[config.mk]
export PLATFORM = sky130hd
export DESIGN_NAME = dbom_avg
export DESIGN_NICKNAME = d
export VERILOG_FILES = /design/src/rtl/dbom_pkg.sv /design/src/rtl/dbom_avg.sv
export SDC_FILE = /design/constraint.sdc
export NUM_CORES = 1
export LEC_CHECK = 0
export ABC_AREA = 1
export BUFFER_PORTS_ARGS = -buffer_cell sky130_fd_sc_hd__buf_2
export CORE_ASPECT_RATIO = 1.75
export CORE_MARGIN = 5
export CORE_UTILIZATION = 35
export CTS_CLUSTER_SIZE = 40
export DETAILED_ROUTE_END_ITERATION = 16
export GPL_TIMING_DRIVEN = 0
export PLACE_DENSITY_LB_ADDON = 0.2
export SLEW_MARGIN = 20
export SYNTH_ARGS = -nofsm -noshare
export SYNTH_HDL_FRONTEND = slang
export SYNTH_SLANG_ARGS = --single-unit
[constraint.sdc]
create_clock -name aclk -period 8.46 [get_ports aclk]
set_input_delay 0.423 -clock aclk [delete_from_list [all_inputs] [get_ports aclk]]
set_output_delay 0.423 -clock aclk [all_outputs]
set_load 0.005 [all_outputs]
[src/rtl/dbom_pkg.sv]
// shared types and constants for the dual board overheat monitor
// depends on nothing; imported by every module of the block

package dbom_pkg;

    // field widths
    localparam int TEMP_W     = 16;
    localparam int CFG_W      = 16;
    localparam int CFG_ADDR_W = 8;
    localparam int TIMER_W    = 17;
    localparam int ACT_W      = 2;
    localparam int BOTH_W     = 20;
    localparam int S_DATA_W   = 32;
    localparam int M_DATA_W   = 56;

    // default averaging window
    localparam int AVG_SAMPLES_DEF = 10;

    typedef logic signed [TEMP_W-1:0] temp_t;

    // per board monitoring state
    typedef enum logic [1:0] {
        MODE_NORMAL = 2'd0,
        MODE_WARN   = 2'd1,
        MODE_ALARM  = 2'd2
    } mode_t;

    // per board action code
    typedef enum logic [ACT_W-1:0] {
        ACT_NONE     = 2'd0,
        ACT_ALARM    = 2'd1,
        ACT_SET_WARN = 2'd2,
        ACT_CLR_WARN = 2'd3
    } action_t;

    // configuration register indexes
    typedef enum logic [CFG_ADDR_W-1:0] {
        REG_CTRL_WARN   = 8'd0,
        REG_CTRL_ALARM  = 8'd1,
        REG_CTRL_CLEAR  = 8'd2,
        REG_POWER_WARN  = 8'd3,
        REG_POWER_ALARM = 8'd4,
        REG_POWER_CLEAR = 8'd5,
        REG_STARTUP     = 8'd6,
        REG_CONFIRM     = 8'd7
    } cfg_reg_t;

    // thresholds of one board
    typedef struct packed {
        logic signed [TEMP_W-1:0] warn_level;
        logic signed [TEMP_W-1:0] alarm_level;
        logic signed [TEMP_W-1:0] clear_level;
    } board_cfg_t;

    // register reset values
    localparam logic signed [CFG_W-1:0] WARN_LEVEL_RST  = 16'sd900;
    localparam logic signed [CFG_W-1:0] ALARM_LEVEL_RST = 16'sd1000;
    localparam logic signed [CFG_W-1:0] CLEAR_LEVEL_RST = 16'sd850;
    localparam logic [CFG_W-1:0]        STARTUP_RST     = 16'd1000;
    localparam logic [CFG_W-1:0]        CONFIRM_RST     = 16'd10000;

endpackage

[src/rtl/dbom_avg.sv]
// running sums of both boards and the averaged values every AVG_SAMPLES words
// depends on dbom_pkg

module dbom_avg #(
    parameter int AVG_SAMPLES = dbom_pkg::AVG_SAMPLES_DEF
) (
    input  logic                                  aclk,
    input  logic                                  aresetn,
    input  logic                                  step_en,
    input  dbom_pkg::temp_t                       ctrl_temp,
    input  dbom_pkg::temp_t                       power_temp,
    output logic                                  update,
    output logic signed [dbom_pkg::BOTH_W-1:0]    mean_both,
    output dbom_pkg::temp_t                       ctrl_mean,
    output dbom_pkg::temp_t                       power_mean
);
    import dbom_pkg::*;

    localparam int SUM_W     = TEMP_W + $clog2(AVG_SAMPLES);
    localparam int CNT_W     = $clog2(AVG_SAMPLES);
    localparam int DIV_SHIFT = SUM_W + $clog2(AVG_SAMPLES);
    localparam int RECIP_W   = SUM_W + 2;
    localparam int PROD_W    = SUM_W + RECIP_W;
    // rounded-up reciprocal, exact for every magnitude below 2**SUM_W
    localparam longint unsigned RECIP_L =
        ((64'd1 << DIV_SHIFT) + 64'(AVG_SAMPLES) - 64'd1) / 64'(AVG_SAMPLES);
    localparam logic [RECIP_W-1:0] RECIP    = RECIP_W'(RECIP_L);
    localparam logic [CNT_W-1:0]   CNT_LAST = CNT_W'(AVG_SAMPLES - 1);

    logic signed [SUM_W-1:0] ctrl_sum_reg, ctrl_sum_next;
    logic signed [SUM_W-1:0] power_sum_reg, power_sum_next;
    logic [CNT_W-1:0]        cnt_reg;
    logic                    last;
    logic signed [SUM_W:0]   total;
    logic signed [SUM_W:0]   half;

    // signed divide by the window length, truncating toward zero
    function automatic logic signed [TEMP_W-1:0] div_avg(input logic signed [SUM_W-1:0] s);
        logic [SUM_W-1:0]  mag;
        logic [PROD_W-1:0] prod;
        logic [SUM_W-1:0]  q;
        logic [SUM_W-1:0]  res;
        mag  = s[SUM_W-1] ? SUM_W'(-s) : SUM_W'(s);
        prod = PROD_W'(mag) * PROD_W'(RECIP);
        q    = SUM_W'(prod >> DIV_SHIFT);
        res  = s[SUM_W-1] ? -q : q;
        return res[TEMP_W-1:0];
    endfunction

    // sums including this word
    assign ctrl_sum_next  = ctrl_sum_reg + SUM_W'(ctrl_temp);
    assign power_sum_next = power_sum_reg + SUM_W'(power_temp);
    assign last           = (cnt_reg == CNT_LAST);

    // combined mean, floor of half the total, wrapped to the field width
    assign total = (SUM_W+1)'(ctrl_sum_next) + (SUM_W+1)'(power_sum_next);
    assign half  = total >>> 1;

    // results are zero except on the closing word of a window
    assign update     = last;
    assign mean_both  = last ? BOTH_W'(half) : '0;
    assign ctrl_mean  = last ? div_avg(ctrl_sum_next) : '0;
    assign power_mean = last ? div_avg(power_sum_next) : '0;

    // accumulators and sample counter
    always_ff @(posedge aclk) begin
        if (!aresetn) begin
            ctrl_sum_reg  <= '0;
            power_sum_reg <= '0;
            cnt_reg       <= '0;
        end else if (step_en) begin
            if (last) begin
                ctrl_sum_reg  <= '0;
                power_sum_reg <= '0;
                cnt_reg       <= '0;
            end else begin
                ctrl_sum_reg  <= ctrl_sum_next;
                power_sum_reg <= power_sum_next;
                cnt_reg       <= cnt_reg + 1'b1;
            end
        end
    end

endmodule

==> summary.txt, run 1 <==
Outcome
  • Outcome: complete, but fails checks
  • Violations in the final reports: negative setup slack

Detailed routing
  • TritonRoute pass-1 iters: 5
  • DRC errors left: 0
  • Post-DR vias/cell: 5.11
  • Initial drt markers: approximately 780
  • Routed length per instance: about 20 um
  • Antenna-violating nets left: 0
  • Vias: 20768
  • WL final: between 80000 and 90000 um

Floorplanning
  • Die Ht: between 300 and 400 um
  • Full die area: ~69000 um^2
  • Boundary pin count: 88
  • Initial Util: between 30% and 40%
  • Number of placement rows: between 100 and 150
  • Core area: around 63000 um^2
  • Die W: around 200 um

Yosys
  • Most used DFF post-synth: dfxtp_1
  • FF+latch count, synth: 44
  • Sequential element share of the synthesized area: 3.97%
  • Netlist Area Pre-Place: ~22000 um^2
  • EDFF count, synth: 0
  • Synth area leaders: fa_1 25%, ha_1 25%, inv_1 12%
  • Synth top area share: approximately a quarter
  • Synth cell types: 58
  • Ys Warns: 0
  • Cells after Synth: between 2000 and 3000
  • Most common cell in the netlist: inv_1
  • Post-synth ARST share: 0%
  • Post-synth top area cell: fa_1
  • Mapped Nets: between 3000 and 4000
  • Post-synth top cells: 725 x inv_1, 523 x nand2_1, 437 x ha_1
  • Mean area per synthesized cell: 7.44 um^2

Critical path
  • CP arrival: just under 9000 ps
  • Critical path type: reg -> out
  • Setup crit start kind: register
  • CP max stage cell: fa_2
  • Crit-path max cell delay: a little over 600 ps
  • CP max FO: 4
  • CP endpoint kind: primary output
  • Critical path required time: roughly 8000 ps
  • Crit path top cell by count: ha_4

STA
  • Period utilization: 109%
  • Slew Limit Fails: 0
  • Post-Route Skew: slightly above 7 ps
  • Worst slew margin: about 29%
  • RSZ-0062 raised after global routing: true
  • Tmin final: between 9000 and 10000 ps
  • Fmax: ~0.11 GHz
  • Final setup violation count: 30
  • Sum Neg Setup Slack: -16360 ps
  • Endpoints failing hold: 0
  • Final WS setup: -730 ps
  • Worst-Margin Slew: approximately 1100 ps

GRT
  • Global-route wire length before repair: 122000 um
  • Initial antenna violation count: 1
  • Largest net degree at the start of global routing: 15
  • Vias in the first global route: between 20000 and 25000
  • Gr usage total: 23.2%
  • Gr ovfl total: 0

Final layout
  • Synth-to-Final Area Change: 30.0%
  • Filler cells: 6318
  • Reg area: between 800 and 900 um^2
  • Area of the multi-input gates: ~22000 um^2
  • Layout cell share with drive strength beyond 1: 27.8%
  • Post-layout net count: 4008
  • N_diodes: 0
  • Final Instance Count excl. Fillers: between 4000 and 5000

Clock tree
  • CTS HTree Levels: 2
  • Clock Tree Buf Depth: 2
  • Clock transition at path regs: approximately 70 ps
  • Clock root buffer: clkbuf_16
  • # clock sinks: 44
  • CTS Buf Count: 5
  • Clk_lat worst skew: slightly above 300 ps
  • Hold-fix buffers at CTS: 0
  • CTS tree: yes

Run
  • Max Cap Viol: 0

Placed design
  • Input/output buffers: just under 90
  • Placed Cells: 3878
  • Dpl hpwl: slightly above 70000 um
  • GP Congestion: approximately 0.95

Hold path
  • Hold Crit Class: in -> reg
## cell families (layout without fill, tap and decap cells)
logic type                 Yosys count  after routing  share of synthesized area, %
and+or+nand+nor                    953            953                          18.3
xor gates and xnor gates           110            110                          4.98
DFF                                 44             44                          3.97
buffers and inverters              768           1045                          13.0
adders and majority gates          712            712                          49.4
AOI/OAI and AO/OA                  398            398                          10.4
## final timing paths
path | start | to | slack [ps] | cells after the start
worst max-delay path | ctrl_sum_reg[0] | ctrl_mean[12] | -730 | 44
worst min-delay path | step_en | cnt_reg[0] | 330 | 2
worst max register to register | power_sum_reg[0] | power_sum_reg[18] | 5840 | 16
worst min register to register | cnt_reg[2] | cnt_reg[2] | 460 | 2
## area by class of cell
| class | instances | area share [%] |
|---|---|---|
| repair buffers | 269 | 6.57 |
| clock buffers | 6 | 0.481 |
| multi-input cells | 2173 | 75.9 |
| clock inverters | 2 | 0.134 |
| well taps | 806 | 3.49 |
| flip-flops and latches | 44 | 3.08 |
| plain buffers | 25 | 0.559 |
| inverters | 743 | 9.75 |
## critical path: cells and delay by family (launching register included)
kind | cells | cell delay [ps]
compound gates | 2 | 340
xor+xnor | 2 | 500
fa+ha+maj | 12 | 4210
buf+inv | 9 | 660
flops | 1 | 360
simple gates | 19 | 2370
## stage by stage
| stage | cell area (um^2) | util (%) | setup slack (ps) | hold slack, ps |
|---|---|---|---|---|
| 3_5_place_dp | 23700 | 37.6 | -2000 | 456 |
| 4_1_cts | 26700 | 42.3 | -730 | 331 |
| 6_report | 28900 | 45.8 | -730 | 331 |
| 3_3_place_gp | 23700 | 37.6 | -2400 | 455 |
| 2_1_floorplan | 22200 | - | 3.76 | 442 |
| 5_1_grt | 28900 | 45.8 | -1070 | 361 |
## metal layers
layer	GRT usage, %	vias up	share of wire, %
met5	0	-	0
met2	48.7	446	58
met1	20.3	10133	31
li1	-	9944	-
met3	0.915	245	1.9
met4	17.6	0	9.3
## placed cells by master, fill, tap and decap left out, types with 35 or more instances in the layout
cell type / instances
a21oi_2: 45
ha_4: 93
inv_1: 664
nor2_4: 35
fa_1: 252
o21ai_0: 59
buf_4: 166
nand2_2: 78
inv_2: 69
ha_1: 323
nor2_2: 35
xor2_1: 42
nand2_1: 433
buf_2: 88
dfxtp_1: 38
a21oi_1: 146
nor2_1: 146
nand3_1: 82
## what timing repair did
| action | in CTS | in global routing |
|---|---|---|
| resized for setup | 456 | 327 |
| pin swaps | 149 | 207 |
| endpoints found under the setup margin | 32 | 32 |
| buffers inserted | 101 | 83 |
| gates cloned | 0 | 0 |
Power of run 1 is left out: the tool's default activity adds up to more than one toggle a clock period on the data nets, which glitch-free logic cannot reach.
==> run 2: changes to the inputs <==
- ABC_AREA: 1 -> unset
==> summary.txt, run 2 <==
Yosys
  • Sequential element share of the synthesized area: about 4.2%
  • FF+latch count, synth: between 40 and 50
  • Synth cell types: 82
  • EDFF count, synth: 0
  • Netlist Area Pre-Place: 21100 um^2
  • Mapped Nets: 3188
  • Most used DFF post-synth: dfxtp_1
  • Synth top area share: 26.1%
  • Synth area leaders: fa_1 26%, ha_1 26%, inv_1 9.9%
  • Most common cell in the netlist: inv_1
  • Mean area per synthesized cell: around 8.6 um^2
  • Post-synth top cells: 557 x inv_1, 437 x ha_1, 275 x fa_1
  • Post-synth ARST share: 0%
  • Cells after Synth: 2441
  • Ys Warns: 0
  • Post-synth top area cell: fa_1

STA
  • Endpoints failing hold: 0
  • Final WS setup: -3020 ps
  • RSZ-0062 raised after global routing: true
  • Slew Limit Fails: 0
  • Worst slew margin: between 10% and 20%
  • Post-Route Skew: 9.77 ps
  • Period utilization: 136%
  • Fmax: 0.0871 GHz
  • Final setup violation count: 32
  • Sum Neg Setup Slack: -60950 ps
  • Tmin final: 11480 ps
  • Worst-Margin Slew: between 1000 and 1500 ps

Clock tree
  • CTS Buf Count: 5
  • Clock transition at path regs: 70 ps
  • Clk_lat worst skew: around 310 ps
  • CTS HTree Levels: 2
  • Clock Tree Buf Depth: 2
  • CTS tree: yes
  • # clock sinks: 44
  • Clock root buffer: clkbuf_16
  • Hold-fix buffers at CTS: 0

Critical path
  • Crit-path max cell delay: roughly 620 ps
  • CP endpoint kind: primary output
  • Critical path type: reg -> out
  • Crit path top cell by count: fa_1
  • Critical path required time: around 8000 ps
  • CP arrival: 11060 ps
  • CP max stage cell: fa_2
  • CP max FO: 4
  • Setup crit start kind: register

Final layout
  • Layout cell share with drive strength beyond 1: between 20% and 30%
  • Final Instance Count excl. Fillers: 3472
  • Filler cells: ~6000
  • Synth-to-Final Area Change: 26.5%
  • Commonest non-fill, non-tap cell in the layout: inv_1
  • Commonest non-fill, non-tap cells in the layout: 523 x inv_1, 386 x ha_1, 268 x fa_1
  • N_diodes: 0
  • Post-layout net count: roughly 3400
  • Final instance area: between 20000 and 30000 um^2

Placed design
  • Dpl hpwl: ~63000 um
  • Input/output buffers: between 80 and 90
  • Placed Cells: approximately 3300
  • GP Congestion: between 0.9 and 1
  • Area after DPL: 23200 um^2

Detailed routing
  • Post-DR vias/cell: 5.20
  • DRC errors left: 0
  • WL final: between 70000 and 80000 um
  • Vias: 18044
  • Initial drt markers: 642
  • Routed length per instance: 21.2 um
  • TritonRoute pass-1 iters: 4
  • Antenna-violating nets left: 0

GRT
  • Initial antenna violation count: 0
  • Vias in the first global route: roughly 20000
  • Gr ovfl total: 0
  • Global-route wire length before repair: ~110000 um
  • Gr usage total: between 20% and 30%
  • Largest net degree at the start of global routing: 16

Floorplanning
  • Boundary pin count: 88
  • Die Ht: ~330 um
  • Die W: roughly 200 um
  • Number of placement rows: 119
  • Core area: roughly 60000 um^2
  • Initial Util: 35.1%
  • Full die area: ~65000 um^2

Run
  • Max Cap Viol: 0

Outcome
  • Outcome: complete, but fails checks
  • Violations in the final reports: negative setup slack

Hold path
  • Hold Crit Class: in -> reg
run 2: cell count changes after synthesis, sizes merged, moves of 36 or more:
cell	change
nand3	-69
a21oi	-80
nand2	-440
xnor2	+80
inv	-185
nor2	-93
o21ai	-36
a21o	+51
nor2b	+63
run 2: worst max-delay path, delay by kind of cell, from the launching register on:
kind            cells  cell delay [ps]
buf+inv             7              580
fa+ha+maj          10             3890
compound gates     13             2770
xor+xnor            2              610
flops               1              340
simple gates        8             2550
run 2: per-stage QoR:
stage                     hold slack (ps)  utilization (%)  setup slack, ps
after floorplan                       454                -            -2130
after global placement                481             38.7            -4290
after detailed placement              481             38.7            -4340
after CTS                             474             43.0            -3090
after global routing                  489             44.4            -3370
final                                 481             44.4            -3020
run 2: repair_timing:
action / CTS / global route
setup buffers: 114 / 40
pin swaps: 126 / 111
gates resized for setup: 261 / 100
setup endpoints to repair: 32 / 32
run 2: kinds of logic (layout without fill, tap and decap cells):
group           count (synthesis)  after routing  share of synthesized area, %
simple gates                  487            487                          11.6
mux                             7              7                         0.356
compound gates                414            414                          13.3
flops                          44             44                          4.18
xor+xnor                      187            187                          7.85
buf+inv                       590            835                          10.6
fa+ha+maj                     712            712                          52.1
run 2: layout make-up:
| class | count | area [um^2] | share of cell area [%] |
|---|---|---|---|
| inverters | 559 | 2120 | 7.96 |
| clock buffers | 5 | 125 | 0.469 |
| well taps | 786 | 983 | 3.69 |
| multi-input cells | 1807 | 20600 | 77.1 |
| clock inverters | 3 | 47.5 | 0.178 |
| plain buffers | 28 | 179 | 0.671 |
| repair buffers | 240 | 1760 | 6.61 |
| flip-flops and latches | 44 | 885 | 3.32 |
run 2: per-layer routing:
layer  vias to the layer above  track usage, %  wire (um)
li1                       8502               -          -
met4                         0            13.6       5750
met5                         -               0          0
met2                       347            45.9      42800
met3                       174           0.774       1290
met1                      9021            20.8      23900
run 2: final timing paths:
path	from	endpoint	cells past startpoint	slack, ps
worst min-delay path	aresetn	ctrl_sum_reg[0]	2	480
worst max-delay path	ctrl_sum_reg[0]	ctrl_mean[15]	40	-3020
worst max register to register	ctrl_sum_reg[2]	ctrl_sum_reg[18]	13	4870
worst min register to register	power_sum_reg[0]	power_sum_reg[0]	2	510
Power of run 2 is left out for the same reason.
==> run 3: changes to the inputs <==
- CORE_UTILIZATION: 35 -> 60
- SETUP_SLACK_MARGIN: unset -> 0.4
==> summary.txt, run 3 (synthesis gave the netlist of run 2 again) <==
Detailed routing
  • Initial drt markers: ~1200
  • WL final: 76500 um
  • DRC errors left: 0
  • Routed length per instance: around 24 um
  • TritonRoute pass-1 iters: 8
  • Post-DR vias/cell: ~6.1
  • Vias: around 19000
  • Antenna-violating nets left: 0

STA
  • Slew Limit Fails: 0
  • Worst-Margin Slew: ~1200 ps
  • Endpoints failing hold: 0
  • Final WS setup: -2760 ps
  • Post-Route Skew: between 6 and 7 ps
  • Tmin final: 11220 ps
  • Final setup violation count: 32
  • Fmax: 0.0891 GHz
  • RSZ-0062 raised after global routing: true
  • Worst slew margin: roughly 19%
  • Period utilization: 133%

Placed design
  • Dpl hpwl: approximately 59000 um
  • Input/output buffers: between 80 and 90
  • GP Congestion: approximately 1.0
  • Worst slack, placed: -3760 ps
  • Area after DPL: 22900 um^2

Final layout
  • Reg area: slightly below 900 um^2
  • Commonest non-fill, non-tap cells in the layout: 518 x inv_1, 375 x ha_1, 267 x fa_1
  • Filler cells: around 2400
  • Layout cell share with drive strength beyond 1: 24.2%
  • Post-layout net count: 3442
  • Area of the multi-input gates: about 21000 um^2
  • Commonest non-fill, non-tap cell in the layout: inv_1
  • Final instance area: around 27000 um^2
  • Synth-to-Final Area Change: 26.2%

Floorplanning
  • Full die area: approximately 39000 um^2
  • Number of placement rows: 90
  • Boundary pin count: between 80 and 90
  • Core area: between 30000 and 40000 um^2
  • Die Ht: around 260 um
  • Die W: 152 um
  • Initial Util: about three fifths

Hold path
  • Hold Crit Class: in -> reg

GRT
  • Initial antenna violation count: 3
  • Vias in the first global route: between 20000 and 25000
  • Global-route wire length before repair: 109000 um
  • Gr ovfl total: 0
  • Gr usage total: between 30% and 40%
  • Largest net degree at the start of global routing: 16

Clock tree
  • CTS tree: yes
  • Clk_lat worst skew: 290 ps
  • Clock root buffer: clkbuf_16
  • CTS Buf Count: 5
  • CTS HTree Levels: 2
  • # clock sinks: 44
  • Clock Tree Buf Depth: 2
  • Hold-fix buffers at CTS: 0
  • Clock transition at path regs: about 70 ps

Critical path
  • Critical path type: reg -> out
  • CP arrival: 10800 ps
  • Crit-path max cell delay: 570 ps
  • Setup crit start kind: register
  • CP max FO: 5
  • CP endpoint kind: primary output
  • Crit path top cell by count: fa_1
  • CP max stage cell: or4_4
  • Critical path required time: between 8000 and 9000 ps

Outcome
  • Violations in the final reports: negative setup slack
  • Outcome: complete, but fails checks

Run
  • Max Cap Viol: 0
-- run 3: cell types whose count changed in the layout (fill, tap and decap cells not counted), moves of 5 or more --
cell	before	now
nor3_1	32	27
nand2_1	90	82
buf_4	125	137
ha_1	386	375
inv_2	26	31
inv_1	523	518
ha_4	39	49
nand2_2	7	12
-- run 3: area by class of cell --
type,instances,area share (%)
buffer,31,0.781
sequential,44,3.35
inverter,559,8.00
clock buffer,5,0.471
multi-input combinational,1807,78.3
clock inverter,3,0.174
antenna,1,0.00941
tap,460,2.17
timing repair buffer,247,6.78
-- run 3: path summary, 6_finish.rpt --
path / from / endpoint / slack (ps) / cells past startpoint
worst min-delay path: aresetn / ctrl_sum_reg[0] / 470 / 2
worst max-delay path: ctrl_sum_reg[0] / ctrl_mean[15] / -2760 / 40
worst max register to register: ctrl_sum_reg[2] / ctrl_sum_reg[18] / 4630 / 13
worst min register to register: ctrl_sum_reg[2] / ctrl_sum_reg[2] / 500 / 2
-- run 3: repair_timing --
| action | 4_1_cts | 5_1_grt |
|---|---|---|
| gates resized for setup | 257 | 157 |
| buffers inserted | 108 | 52 |
| pin swaps | 141 | 121 |
| setup endpoints to repair | 32 | 32 |
-- run 3: metrics by stage --
step	hold slack [ps]	utilization, %	setup TNS, ps	std cells
2_1_floorplan	454	-	-29530	2441
3_3_place_gp	476	66.2	-82430	2988
3_5_place_dp	481	66.2	-87720	2988
4_1_cts	469	73.3	-55020	3104
5_1_grt	468	76.9	-70600	3157
6_report	473	76.9	-60120	3157
-- run 3: routing by layer --
| layer | vias up | wire length (um) | GRT usage (%) |
|---|---|---|---|
| met5 | - | 0 | 0 |
| met4 | 0 | 10500 | 37.7 |
| met3 | 528 | 4700 | 6.46 |
| met2 | 881 | 39200 | 67.0 |
| met1 | 9376 | 22200 | 31.4 |
| li1 | 8525 | - | - |
-- run 3: worst max-delay path: cells and delay by family (launching register included) --
family	cells	cell delay [ps]
AO/OA/AOI/OAI	14	2690
XOR/XNOR	1	300
adder cells (fa/ha/maj)	10	3840
buffers and inverters	7	590
flip-flops	1	340
multiplexers	1	220
AND/OR/NAND/NOR	7	2560
Power of run 3 is left out for the same reason.
