--- src/rtl/dbom_pkg.sv ---
// shared types and constants for the dual board overheat monitor
// depends on nothing; imported by every module of the block

package dbom_pkg;

    // field widths
    localparam int TEMP_W     = 16;
    localparam int CFG_W      = 16;
    localparam int CFG_ADDR_W = 8;
    localparam int TIMER_W    = 17;
    localparam int ACT_W      = 2;
    localparam int BOTH_W     = 20;
    localparam int S_DATA_W   = 32;
    localparam int M_DATA_W   = 56;

    // default averaging window
    localparam int AVG_SAMPLES_DEF = 10;

    typedef logic signed [TEMP_W-1:0] temp_t;

    // per board monitoring state
    typedef enum logic [1:0] {
        MODE_NORMAL = 2'd0,
        MODE_WARN   = 2'd1,
        MODE_ALARM  = 2'd2
    } mode_t;

    // per board action code
    typedef enum logic [ACT_W-1:0] {
        ACT_NONE     = 2'd0,
        ACT_ALARM    = 2'd1,
        ACT_SET_WARN = 2'd2,
        ACT_CLR_WARN = 2'd3
    } action_t;

    // configuration register indexes
    typedef enum logic [CFG_ADDR_W-1:0] {
        REG_CTRL_WARN   = 8'd0,
        REG_CTRL_ALARM  = 8'd1,
        REG_CTRL_CLEAR  = 8'd2,
        REG_POWER_WARN  = 8'd3,
        REG_POWER_ALARM = 8'd4,
        REG_POWER_CLEAR = 8'd5,
        REG_STARTUP     = 8'd6,
        REG_CONFIRM     = 8'd7
    } cfg_reg_t;

    // thresholds of one board
    typedef struct packed {
        logic signed [TEMP_W-1:0] warn_level;
        logic signed [TEMP_W-1:0] alarm_level;
        logic signed [TEMP_W-1:0] clear_level;
    } board_cfg_t;

    // register reset values
    localparam logic signed [CFG_W-1:0] WARN_LEVEL_RST  = 16'sd900;
    localparam logic signed [CFG_W-1:0] ALARM_LEVEL_RST = 16'sd1000;
    localparam logic signed [CFG_W-1:0] CLEAR_LEVEL_RST = 16'sd850;
    localparam logic [CFG_W-1:0]        STARTUP_RST     = 16'd1000;
    localparam logic [CFG_W-1:0]        CONFIRM_RST     = 16'd10000;

endpackage

--- src/rtl/dbom_board.sv ---
// per board overheat state machine with start-up check and debounce timers
// depends on dbom_pkg

module dbom_board (
    input  logic                                  aclk,
    input  logic                                  aresetn,
    input  logic                                  step_en,
    input  logic                                  startup_phase,
    input  dbom_pkg::temp_t                       temp,
    input  dbom_pkg::board_cfg_t                  cfg,
    input  logic [dbom_pkg::CFG_W-1:0]            confirm_ticks,
    output dbom_pkg::action_t                     action
);
    import dbom_pkg::*;

    mode_t              mode_reg, mode_next;
    logic [TIMER_W-1:0] warn_timer_reg, warn_timer_next;
    logic [TIMER_W-1:0] alarm_timer_reg, alarm_timer_next;
    logic               warn_due, alarm_due;

    // a timer is due once it has passed the confirm count
    assign warn_due  = warn_timer_reg  > TIMER_W'(confirm_ticks);
    assign alarm_due = alarm_timer_reg > TIMER_W'(confirm_ticks);

    // next state, timers and action
    always_comb begin
        mode_next        = mode_reg;
        warn_timer_next  = warn_timer_reg;
        alarm_timer_next = alarm_timer_reg;
        action           = ACT_NONE;
        if (startup_phase) begin
            // start-up window: only the clear level is watched
            if (temp > cfg.clear_level) begin
                if (alarm_due) begin
                    mode_next = MODE_ALARM;
                    action    = ACT_ALARM;
                end else begin
                    alarm_timer_next = alarm_timer_reg + 1'b1;
                end
            end else begin
                alarm_timer_next = '0;
            end
        end else begin
            case (mode_reg)
                MODE_NORMAL: begin
                    if (temp > cfg.warn_level) begin
                        if (warn_due) begin
                            mode_next = MODE_WARN;
                            action    = ACT_SET_WARN;
                        end else begin
                            warn_timer_next = warn_timer_reg + 1'b1;
                        end
                    end else begin
                        warn_timer_next = '0;
                    end
                end
                MODE_WARN: begin
                    if (temp > cfg.alarm_level) begin
                        if (alarm_due) begin
                            mode_next = MODE_ALARM;
                            action    = ACT_ALARM;
                        end else begin
                            alarm_timer_next = alarm_timer_reg + 1'b1;
                        end
                    end else if (temp < cfg.warn_level) begin
                        mode_next = MODE_NORMAL;
                        action    = ACT_CLR_WARN;
                    end else begin
                        action           = ACT_SET_WARN;
                        alarm_timer_next = '0;
                    end
                end
                MODE_ALARM: begin
                    if (temp > cfg.clear_level) begin
                        action = ACT_ALARM;
                    end else begin
                        mode_next = MODE_NORMAL;
                    end
                end
                default: begin
                    mode_next = MODE_NORMAL;
                end
            endcase
        end
    end

    // state and timer registers, updated once per word
    always_ff @(posedge aclk) begin
        if (!aresetn) begin
            mode_reg        <= MODE_NORMAL;
            warn_timer_reg  <= '0;
            alarm_timer_reg <= '0;
        end else if (step_en) begin
            mode_reg        <= mode_next;
            warn_timer_reg  <= warn_timer_next;
            alarm_timer_reg <= alarm_timer_next;
        end
    end

endmodule

--- config.mk ---
export PLATFORM = sky130hd
export DESIGN_NAME = dbom_board
export DESIGN_NICKNAME = d
export VERILOG_FILES = /design/src/rtl/dbom_pkg.sv /design/src/rtl/dbom_board.sv
export SDC_FILE = /design/constraint.sdc
export NUM_CORES = 1
export LEC_CHECK = 0
export ABC_AREA = 1
export ABC_CLOCK_PERIOD_IN_PS = 2350
export BUFFER_PORTS_ARGS = -buffer_cell sky130_fd_sc_hd__buf_2
export CAP_MARGIN = 20
export CORE_ASPECT_RATIO = 0.8
export CORE_MARGIN = 2
export CORE_UTILIZATION = 45
export CTS_CLUSTER_DIAMETER = 60
export DETAILED_ROUTE_END_ITERATION = 10
export GPL_TIMING_DRIVEN = 0
export PLACE_DENSITY = 0.7
export SYNTH_ARGS = -nofsm -noshare
export SYNTH_HDL_FRONTEND = slang
export SYNTH_SLANG_ARGS = --single-unit
--- constraint.sdc ---
create_clock -name aclk -period 2.35 [get_ports aclk]
set_input_delay 0 -clock aclk [delete_from_list [all_inputs] [get_ports aclk]]
set_output_delay 0 -clock aclk [all_outputs]
set_load 0.1 [all_outputs]
==> results_dict.tcl, run 1 <==
set metrics [dict create \
    fmax_mhz 449 \
    power.internal_mw 1.27 \
    run_status "completed" \
    synth_common_cells "sky130_fd_sc_hd__nand2_1 (215), sky130_fd_sc_hd__inv_1 (129), sky130_fd_sc_hd__ha_1 (82)" \
    die_height_um 98.2 \
    count_of_state_elements_after_synthesis 36 \
    post-route-period-util_pct 94.7 \
    grt_start_max_net_pins 12 \
    crit_buf_inv 3 \
    routing_usage_on_met2_pct 36.6 \
    clk_root_buffer_cell "sky130_fd_sc_hd__clkbuf_16" \
    crit_path_max_incr_delay_ns 0.37 \
    detail_route.first_pass.iterations 5 \
    boundaryPins 86 \
    critical_path_cell_by_cell "ha_1 -> nand2_1 -> inv_1 -> o21ai_1 -> nand2_1 -> a21oi_2 -> nand3_4 -> nand2_8 -> inv_2 -> nand3_1 -> o2111ai_4 -> buf_12" \
    syn_nets 964 \
    avgViaCountPerCell 5.08 \
    vdd.ir_drop.worst_mv 0.276 \
    max_slew.worst_pin.slew_ns 0.750 \
    areaGrowthSynthToFinish_pct 20.1 \
    cts.sinks 36 \
    groute.layer.met3.usage_pct 3.33 \
    timing.clock.skew_ns 0.00287 \
    placeableCoreArea_um2 10800 \
    placementRows 34 \
    tns_ns 0 \
    timing.final.ws_setup_ns 0.125 \
    grt_use_total_pct 23.4 \
    post_synth_top_area_cell "sky130_fd_sc_hd__ha_1" \
    post_synthesis_cell_area_um2 4990 \
    pre_cts_slack_ns -0.110 \
    global_route.usage.met1_pct 34.5 \
    avgSynthCellArea_um2 6.26 \
    final_count_of_hold_timing_violations 0 \
    grt_first_pass_wirelength_mm 22.9 \
    critical_path.max_fanout 7 \
    power.clock.fraction_pct 35.9 \
    timing.max_slew.rel_slack_pct 50.0 \
    grt_antenna_before_repair 0 \
    detail_route.wl_per_cell_um 13.0 \
    yosysSeqAreaShare_pct 14.4 \
    worst_path_most_repeated_cell "sky130_fd_sc_hd__nand2_1" \
    cellLeakagePower_nw 3.18 \
    timing.hold.ws_ns 0.227 \
    globalRouteOverflowTotal 0 \
    die_w_um 122 \
    syn_inst 798 \
    wire_length_reported_by_the_detailed_router_mm 13.6 \
    worstSkewPairLatency_ns 0.29 \
    filler_cell_count 1082 \
    synth_edf_count 0 \
    finalSetupViolations 0 \
    power.share.combinational_pct 32.2 \
    multiInputGateArea_um2 3730 \
    floorplan.die_area_um2 12000 \
    worst_setup_path_end_kind "output pin" \
    dr_total_vias 5311 \
    detailed_place_hpwl_mm 10.9 \
    synth.top_cells.by_area "sky130_fd_sc_hd__ha_1 (21%), sky130_fd_sc_hd__nand2_1 (16%), sky130_fd_sc_hd__dfxtp_1 (14%)" \
    via_count_of_the_first_global_routing_pass 4856 \
    finalCriticalPeriod_ns 2.22 \
    place.port_buffers 85 \
    power.net_switching_uw 681 \
    n_antenna_cell 0 \
    powerDensity_nw_per_um2 326 \
    buffers_from_clock_root_to_sink_at_most 2 \
    detail-route-antenna-nets 0 \
    min-delay-path-class "in -> reg" \
    gr-max-usage-layer "met2" \
    max_cap_viols 0 \
    netlist.area_leader.share_pct 20.6 \
    gp_congestion 0.946 \
    floorplan.initialDensity_pct 46.0 \
    worstPathRequired_ns 2.35 \
    cts.htree.levels 2 \
    tritoncts "done" \
    yosysWarnings 0 \
    seqPwrFrac_pct 32.0 \
    numCtsBuffers 5 \
    ff_latch_area_um2 743 \
    timing.critical_path.from_type "flip-flop" \
    yosys.cell_types.count 41 \
    total_power_mw 1.96 \
    criticalPathCategory "reg -> out" \
    switching_share_pct 34.8 \
    critPathTopFamily "simple AND/OR/NAND/NOR gates" \
    setup.reg_to_reg.worst_slack_ns 0.14 \
    finalNetCount 1067 \
    dr.first_iter.drc_count 300 \
    clk_pin_slew_worst_setup_hold_paths_ns 0.06 \
    synth-main-ff-cell "sky130_fd_sc_hd__dfxtp_1" \
    final_max_slew_viol_count 0 \
    most_repeated_cell_in_the_gate_level_netlist_after_synthesis "sky130_fd_sc_hd__nand2_1" \
    drive_gt1_share_pct 19.3 \
    drc 0 \
    critPathArrivalTime_ns 2.22 \
    critPathSlowestCell "sky130_fd_sc_hd__dfxtp_4" \
    synth_async_sr_flop_share_pct 0 \
]
==> through the flow <==
step                cell area, um^2  utilization [%]  std cells
global route                   6000             55.3       1046
detailed placement             5620             51.8       1027
finish                         6000             55.3       1046
CTS                            5820             53.6       1038
floorplan                      5010                -        798
global placement               5620             51.8       1027
==> metal layers <==
metal | up-vias | wire (um)
li1 | 2817 | -
met1 | 2375 | 6950
met4 | 0 | 170
met3 | 14 | 582
met5 | - | 0
met2 | 105 | 5900
==> cell type report <==
type	instances	area share, %
Buffer	17	2.02
Clock buffer	6	2.32
Clock inverter	2	0.167
Inverter	135	8.58
Multi-Input combinational cell	610	62.2
Sequential cell	36	12.4
Tap cell	144	3.00
Timing Repair Buffer	96	9.37
==> power groups by stage <==
| stage | combinational (mW) | clock [mW] | sequential, mW |
|---|---|---|---|
| 6_report | 0.629 | 0.701 | 0.625 |
| 5_1_grt | 0.722 | 0.732 | 0.626 |
| 4_1_cts | 0.620 | 0.709 | 0.627 |
| 3_5_place_dp | 0.610 | 0 | 0.641 |
| 3_3_place_gp | 0.604 | 0 | 0.640 |
| 2_1_floorplan | 0.417 | 0 | 0.638 |
==> what timing repair did <==
action,CTS,global route
endpoints found under the hold margin,2,0
gates cloned,0,1
resized for setup,9,29
setup endpoints to repair,10,16
hold buffers,1,0
pin swaps,2,6
buffers inserted,2,7
==> tightest hold or removal path: stages <==
cell and delay (ns):
sky130_fd_sc_hd__buf_2 0.15, sky130_fd_sc_hd__nand3_4 0.17, sky130_fd_sc_hd__nand2_1 0.09, sky130_fd_sc_hd__a21oi_1 0.06
==> worst paths after layout <==
check                      startpoint            endpoint  cells past startpoint
setup / recovery  alarm_timer_reg[10]           action[0]                     12
hold / removal                step_en  alarm_timer_reg[4]                      4
setup reg to reg  alarm_timer_reg[10]  alarm_timer_reg[6]                     14
hold reg to reg     warn_timer_reg[4]   warn_timer_reg[4]                      2
==> cell usage in the layout (no fill, tap or decap), types with 4 or more instances in the layout <==
cell and count:
sky130_fd_sc_hd__nand2_1 215, sky130_fd_sc_hd__inv_1 128, sky130_fd_sc_hd__buf_2 87, sky130_fd_sc_hd__ha_1 81, sky130_fd_sc_hd__nor2_1 65, sky130_fd_sc_hd__nand3_1 56
sky130_fd_sc_hd__a21oi_1 47, sky130_fd_sc_hd__nand4_1 43, sky130_fd_sc_hd__xor2_1 25, sky130_fd_sc_hd__dfxtp_1 22, sky130_fd_sc_hd__a21oi_2 12, sky130_fd_sc_hd__dfxtp_2 12
sky130_fd_sc_hd__nor3_1 10, sky130_fd_sc_hd__buf_4 10, sky130_fd_sc_hd__nand3_2 8, sky130_fd_sc_hd__clkbuf_1 6, sky130_fd_sc_hd__clkbuf_16 6, sky130_fd_sc_hd__o21ai_0 5
sky130_fd_sc_hd__nand3b_1 5, sky130_fd_sc_hd__inv_2 4, sky130_fd_sc_hd__o21ai_1 4, sky130_fd_sc_hd__buf_6 4, sky130_fd_sc_hd__nor4_1 4
==> kinds of logic (layout without fill, tap and decap cells) <==
logic type               Yosys count  in the layout  share of synthesized area [%]
flip-flops                        36             36                           14.4
buffers and inverters            152            256                           12.5
XOR/XNOR                          26             26                           4.56
adder cells (fa/ha/maj)           82             82                           20.6
AO/OA/AOI/OAI                     78             78                           9.15
AND/OR/NAND/NOR                  424            424                           38.8
(Power assumes the default switching activity.)
==> run 2, diff against run 1 <==
--- a/config.mk
+++ b/config.mk
@@ -15,7 +15,8 @@
 export CTS_CLUSTER_DIAMETER = 60
 export DETAILED_ROUTE_END_ITERATION = 10
 export GPL_TIMING_DRIVEN = 0
-export PLACE_DENSITY = 0.7
+export PLACE_DENSITY = 0.66
 export SYNTH_ARGS = -nofsm -noshare
 export SYNTH_HDL_FRONTEND = slang
 export SYNTH_SLANG_ARGS = --single-unit
+export TNS_END_PERCENT = 100
==> run 2 against run 1 <==
  * Sequential power barely moved
  * Non-clock buffer count shrank 7
  * Worst setup slack worse by 0.029 ns
  * Count of clock-buffer cells in the layout is 2 higher
  * Global-route usage is 0.72 points lower
  * Design area is 2.2% lower
  * Cell count shrank 0.67%
  * Fmax decreased by 1.3%
  * Critical path type unchanged
  * Critical endpoint unchanged
  * Largest cell class unchanged
  * Largest power group unchanged
  * Highest routed layer unchanged
==> results_dict.tcl, run 2 (synthesis results as in run 1) <==
set metrics [dict create \
    critPathTopFamily "simple AND/OR/NAND/NOR gates" \
    grt_start_max_net_pins 11 \
    floorplan.initialDensity_pct 46.0 \
    floorplan.die_area_um2 12000 \
    tritoncts "done" \
    detail_route.first_pass.iterations 4 \
    critPathArrivalTime_ns 2.25 \
    max_slew.worst_pin.slew_ns 0.689 \
    timing.max_slew.rel_slack_pct 54.1 \
    die_height_um 98.2 \
    final_count_of_hold_timing_violations 0 \
    critical_path_cell_by_cell "ha_1 -> nand2_1 -> inv_1 -> nand3_2 -> nor3_2 -> nand3_1 -> nand3_2 -> nand2_4 -> buf_6 -> o2111ai_4 -> buf_12" \
    clk_pin_slew_worst_setup_hold_paths_ns 0.06 \
    avgViaCountPerCell 5.00 \
    drc 0 \
    place.port_buffers 85 \
    multiInputGateArea_um2 3690 \
    timing.critical_path.from_type "flip-flop" \
    finalNetCount 1060 \
    n_antenna_cell 0 \
    grt_use_total_pct 22.7 \
    placeableCoreArea_um2 10800 \
    layout_common_cells "sky130_fd_sc_hd__nand2_1 (215), sky130_fd_sc_hd__inv_1 (129), sky130_fd_sc_hd__buf_2 (87), sky130_fd_sc_hd__ha_1 (82), sky130_fd_sc_hd__nor2_1 (65)" \
    critical_path.max_fanout 10 \
    crit_buf_inv 3 \
    fmax_mhz 444 \
    final_cells 1039 \
    min-delay-path-class "in -> reg" \
    vdd.ir_drop.worst_mv 0.240 \
    timing.clock.skew_ns 0.00563 \
    final_common_cell "sky130_fd_sc_hd__nand2_1" \
    worstSkewPairLatency_ns 0.28 \
    grt_antenna_before_repair 0 \
    globalRouteOverflowTotal 0 \
    areaGrowthSynthToFinish_pct 17.5 \
    placed_cells 1027 \
    finalSetupViolations 0 \
    crit_path_max_incr_delay_ns 0.38 \
    clk_root_buffer_cell "sky130_fd_sc_hd__clkbuf_16" \
    via_count_of_the_first_global_routing_pass 4818 \
    cellLeakagePower_nw 3.12 \
    worstPathRequired_ns 2.35 \
    criticalPathCategory "reg -> out" \
    detail_route.wl_per_cell_um 12.7 \
    final_core_util_pct 54.1 \
    detail-route-antenna-nets 0 \
    dr_total_vias 5197 \
    final_max_slew_viol_count 0 \
    buffers_from_clock_root_to_sink_at_most 2 \
    post-route-period-util_pct 95.9 \
    grt_first_pass_wirelength_mm 22.2 \
    worst_path_most_repeated_cell "sky130_fd_sc_hd__nand3_2" \
    detailed_place_hpwl_mm 10.8 \
    placementRows 34 \
    die_w_um 122 \
    ff_latch_area_um2 737 \
    cts.htree.levels 2 \
    cts.sinks 36 \
    worst_setup_path_end_kind "output pin" \
    powerDensity_nw_per_um2 331 \
    finalCriticalPeriod_ns 2.25 \
    numCtsBuffers 5 \
    gp_congestion 0.920 \
    run_status "completed" \
    critPathSlowestCell "sky130_fd_sc_hd__dfxtp_1" \
    boundaryPins 86 \
    drive_gt1_share_pct 17.9 \
    max_cap_viols 0 \
    filler_cell_count 1148 \
    wire_length_reported_by_the_detailed_router_mm 13.2 \
    dr.first_iter.drc_count 302 \
]
## run 2: changes by cell type in the layout (fill, tap and decap cells not counted), moves of 2 or more
cell / previous run / this run
sky130_fd_sc_hd__clkbuf_1: 6 / 8
sky130_fd_sc_hd__clkinv_2: 2 / 0
sky130_fd_sc_hd__buf_4: 10 / 5
sky130_fd_sc_hd__dfxtp_4: 2 / 0
## run 2: layer usage
layer | vias up | global-route usage, % | part of all wire (%)
met4 | 0 | 3.54 | 0.95
li1 | 2806 | - | -
met2 | 95 | 35.9 | 44
met1 | 2285 | 33.1 | 51
met3 | 11 | 3.45 | 4.0
met5 | - | 0 | 0
## run 2: metrics by stage
stage	power, mW	hold slack, ns	setup WS, ns	TNS (ns)	cell area [um^2]
6_report	1.94	0.217	0.0960	0	5860
5_1_grt	2.07	0.249	-0.00567	-0.00567	5860
4_1_cts	1.95	0.220	0.00386	0	5810
3_5_place_dp	1.25	0.277	-0.128	-0.863	5620
3_3_place_gp	1.25	0.279	-0.132	-0.894	5620
2_1_floorplan	1.06	0.120	0.237	0	5010
## run 2: final timing paths
path / end / cells past startpoint / slack [ns] / start
max: action[0] / 11 / 0.1 / alarm_timer_reg[3]
min: alarm_timer_reg[4] / 4 / 0.22 / step_en
max reg2reg: alarm_timer_reg[12] / 13 / 0.17 / alarm_timer_reg[3]
min reg2reg: warn_timer_reg[0] / 2 / 0.51 / warn_timer_reg[0]
## run 2: cell type report
cell class	count	share of cell area (%)
clock buffer	8	2.50
inverter	135	8.77
sequential	36	12.6
timing repair buffer	90	8.30
buffer	16	1.88
multi-input combinational	610	62.9
tap	144	3.07
## run 2: power by group
part	internal (mW)	switching, mW	total [mW]
clock network	0.424	0.269	0.692
registers	0.618	0.00846	0.627
logic	0.235	0.389	0.624
total	1.28	0.666	1.94
## run 2: tightest hold or removal path, cell delays in order
cell and delay [ns]:
sky130_fd_sc_hd__buf_2 0.15, sky130_fd_sc_hd__nand3_4 0.16, sky130_fd_sc_hd__nand2_1 0.09, sky130_fd_sc_hd__a21oi_1 0.06
## run 2: what timing repair did
item | CTS | global route
hold buffers | 1 | 0
hold endpoints to repair | 2 | 0
resized for setup | 6 | 20
setup buffers | 2 | 2
endpoints found under the setup margin | 10 | 16
gates cloned | 0 | 0
pin swaps | 2 | 2
==> run 3, diff against run 2 <==
--- a/config.mk
+++ b/config.mk
@@ -13,8 +13,10 @@
 export CORE_MARGIN = 2
 export CORE_UTILIZATION = 45
 export CTS_CLUSTER_DIAMETER = 60
+export CTS_CLUSTER_SIZE = 24
 export DETAILED_ROUTE_END_ITERATION = 10
 export GPL_TIMING_DRIVEN = 0
+export MAX_ROUTING_LAYER = met4
 export PLACE_DENSITY = 0.66
 export SYNTH_ARGS = -nofsm -noshare
 export SYNTH_HDL_FRONTEND = slang
==> run 3 against run 2 <==
  * Total power is 0.24% lower
  * Core utilization stayed put
  * Via count is 0.77% higher
  * Sequential power hardly changed
  * Die area stayed put
  * Cell count stayed put
  * Clock skew is 0.00072 ns higher
  * Non-clock buffer count stayed put
  * Design area stayed put
  * Register-to-register slack hardly changed
  * Highest routed layer unchanged
  * Critical endpoint unchanged
==> results_dict.tcl, run 3 (synthesis results as in run 1) <==
set metrics [dict create \
    die_w_um 122 \
    boundaryPins 86 \
    cellLeakagePower_nw 3.12 \
    worst_hold_startpoint "step_en" \
    total_power_mw 1.94 \
    die_height_um 98.2 \
    fmax_mhz 446 \
    avgViaCountPerCell 5.04 \
    gp_congestion 0.936 \
    worst_r2r_endpoint "alarm_timer_reg[12]" \
    place.port_buffers 85 \
    placeableCoreArea_um2 10800 \
    timing.critical_path.from_type "flip-flop" \
    grt_antenna_before_repair 0 \
    areaGrowthSynthToFinish_pct 17.5 \
    layout_common_cells "sky130_fd_sc_hd__nand2_1 (215), sky130_fd_sc_hd__inv_1 (129), sky130_fd_sc_hd__buf_2 (87), sky130_fd_sc_hd__ha_1 (82), sky130_fd_sc_hd__nor2_1 (65)" \
    timing.max_slew.rel_slack_pct 54.9 \
    detail_route.first_pass.iterations 5 \
    min-delay-path-class "in -> reg" \
    detailed_place_hpwl_mm 10.8 \
    detail-route-antenna-nets 0 \
    timing.clock.skew_ns 0.00636 \
    worstPathRequired_ns 2.35 \
    final_count_of_hold_timing_violations 0 \
    worst_setup_path_end_kind "output pin" \
    critPathArrivalTime_ns 2.24 \
    numCtsBuffers 5 \
    dr.first_iter.drc_count 289 \
    powerDensity_nw_per_um2 331 \
    post-route-period-util_pct 95.5 \
    grt_first_pass_wirelength_mm 22.2 \
    cts.sinks 36 \
    worst_setup_path_startpoint "alarm_timer_reg[3]" \
    max_slew.worst_pin.slew_ns 0.676 \
    criticalPathCategory "reg -> out" \
    n_antenna_cell 0 \
    drc 0 \
    clk_pin_slew_worst_setup_hold_paths_ns 0.06 \
    buffers_from_clock_root_to_sink_at_most 2 \
    finalCriticalPeriod_ns 2.24 \
    timing.hold.ws_ns 0.219 \
    final_common_cell "sky130_fd_sc_hd__nand2_1" \
    floorplan.die_area_um2 12000 \
    grt_start_max_net_pins 11 \
    cts.htree.levels 2 \
    final_max_slew_viol_count 0 \
    setup.reg_to_reg.worst_slack_ns 0.18 \
    worstSkewPairLatency_ns 0.29 \
    detail_route.wl_per_cell_um 12.7 \
    via_count_of_the_first_global_routing_pass 4814 \
    critical_path.max_fanout 10 \
    finalSetupViolations 0 \
    drive_gt1_share_pct 17.9 \
    clk_root_buffer_cell "sky130_fd_sc_hd__clkbuf_16" \
    run_status "completed" \
    floorplan.initialDensity_pct 46.0 \
    filler_cell_count 1148 \
    holdPathEnd "alarm_timer_reg[4]" \
    timing.rr.start "alarm_timer_reg[3]" \
    placementRows 34 \
    grt_use_total_pct 23.4 \
    wire_length_reported_by_the_detailed_router_mm 13.2 \
    globalRouteOverflowTotal 0 \
    worst_r2r_path_depth 13 \
    max_cap_viols 0 \
    dr_total_vias 5237 \
    finalNetCount 1060 \
    hold_depth 4 \
    vdd.ir_drop.worst_mv 0.240 \
    tritoncts "done" \
]
## run 3: cell counts in the layout (fill, tap and decap cells not counted)
Identical to the previous run, type by type.
## run 3: worst max path at each step
stage / endpoint / slack (ns) / cells after the start
after floorplan: action[1] / 0.24 / 11
after global placement: alarm_timer_reg[12] / -0.13 / 14
after detailed placement: alarm_timer_reg[12] / -0.13 / 14
after CTS: action[0] / 0.004 / 11
after global routing: action[0] / -0.006 / 12
final: action[0] / 0.11 / 11
## run 3: layout make-up
type                       instances  area (um^2)  area share (%)
buffer                            16          110            1.88
clock buffer                       8          146            2.50
inverter                         135          514            8.77
multi-input combinational        610         3690            62.9
sequential                        36          737            12.6
tap                              144          180            3.07
timing repair buffer              90          487            8.30
## run 3: metal layers
metal  global-route usage (%)  vias to the layer above  part of all wire [%]
met5                        -                        -                     0
met4                     3.54                        0                  0.95
met3                     3.27                       11                   4.6
met2                     35.9                      112                    44
met1                     33.1                     2304                    51
li1                         -                     2810                     -
## run 3: report_power, final
| group | internal (mW) | leakage, nW | switching [mW] |
|---|---|---|---|
| clock network | 0.423 | 0.0712 | 0.264 |
| registers | 0.618 | 0.297 | 0.00847 |
| logic | 0.235 | 2.75 | 0.389 |
## run 3: repair_timing
| item | CTS | global route |
|---|---|---|
| buffers inserted | 2 | 2 |
| resized for setup | 6 | 20 |
| hold buffers | 1 | 0 |
| hold endpoints to repair | 2 | 0 |
| endpoints found under the setup margin | 10 | 16 |
| pin swaps | 2 | 2 |
## run 3: stage by stage
| stage | util (%) | setup slack [ns] | TNS (ns) | instances | area (um^2) |
|---|---|---|---|---|---|
| floorplan | - | 0.237 | 0 | 798 | 5010 |
| global placement | 51.8 | -0.132 | -0.894 | 1027 | 5620 |
| detailed placement | 51.8 | -0.128 | -0.863 | 1027 | 5620 |
| CTS | 53.5 | 0.00386 | 0 | 1038 | 5810 |
| global route | 54.1 | -0.00567 | -0.00567 | 1039 | 5860 |
| finish | 54.1 | 0.107 | 0 | 1039 | 5860 |
## run 3: critical path, stage by stage (launching register included)
cell and delay, ns:
sky130_fd_sc_hd__dfxtp_1 0.37, sky130_fd_sc_hd__ha_1 0.29, sky130_fd_sc_hd__nand2_1 0.04, sky130_fd_sc_hd__inv_1 0.08, sky130_fd_sc_hd__nand3_2 0.11, sky130_fd_sc_hd__nor3_2 0.13
sky130_fd_sc_hd__nand3_1 0.10, sky130_fd_sc_hd__nand3_2 0.12, sky130_fd_sc_hd__nand2_4 0.10, sky130_fd_sc_hd__buf_6 0.16, sky130_fd_sc_hd__o2111ai_4 0.24, sky130_fd_sc_hd__buf_12 0.21
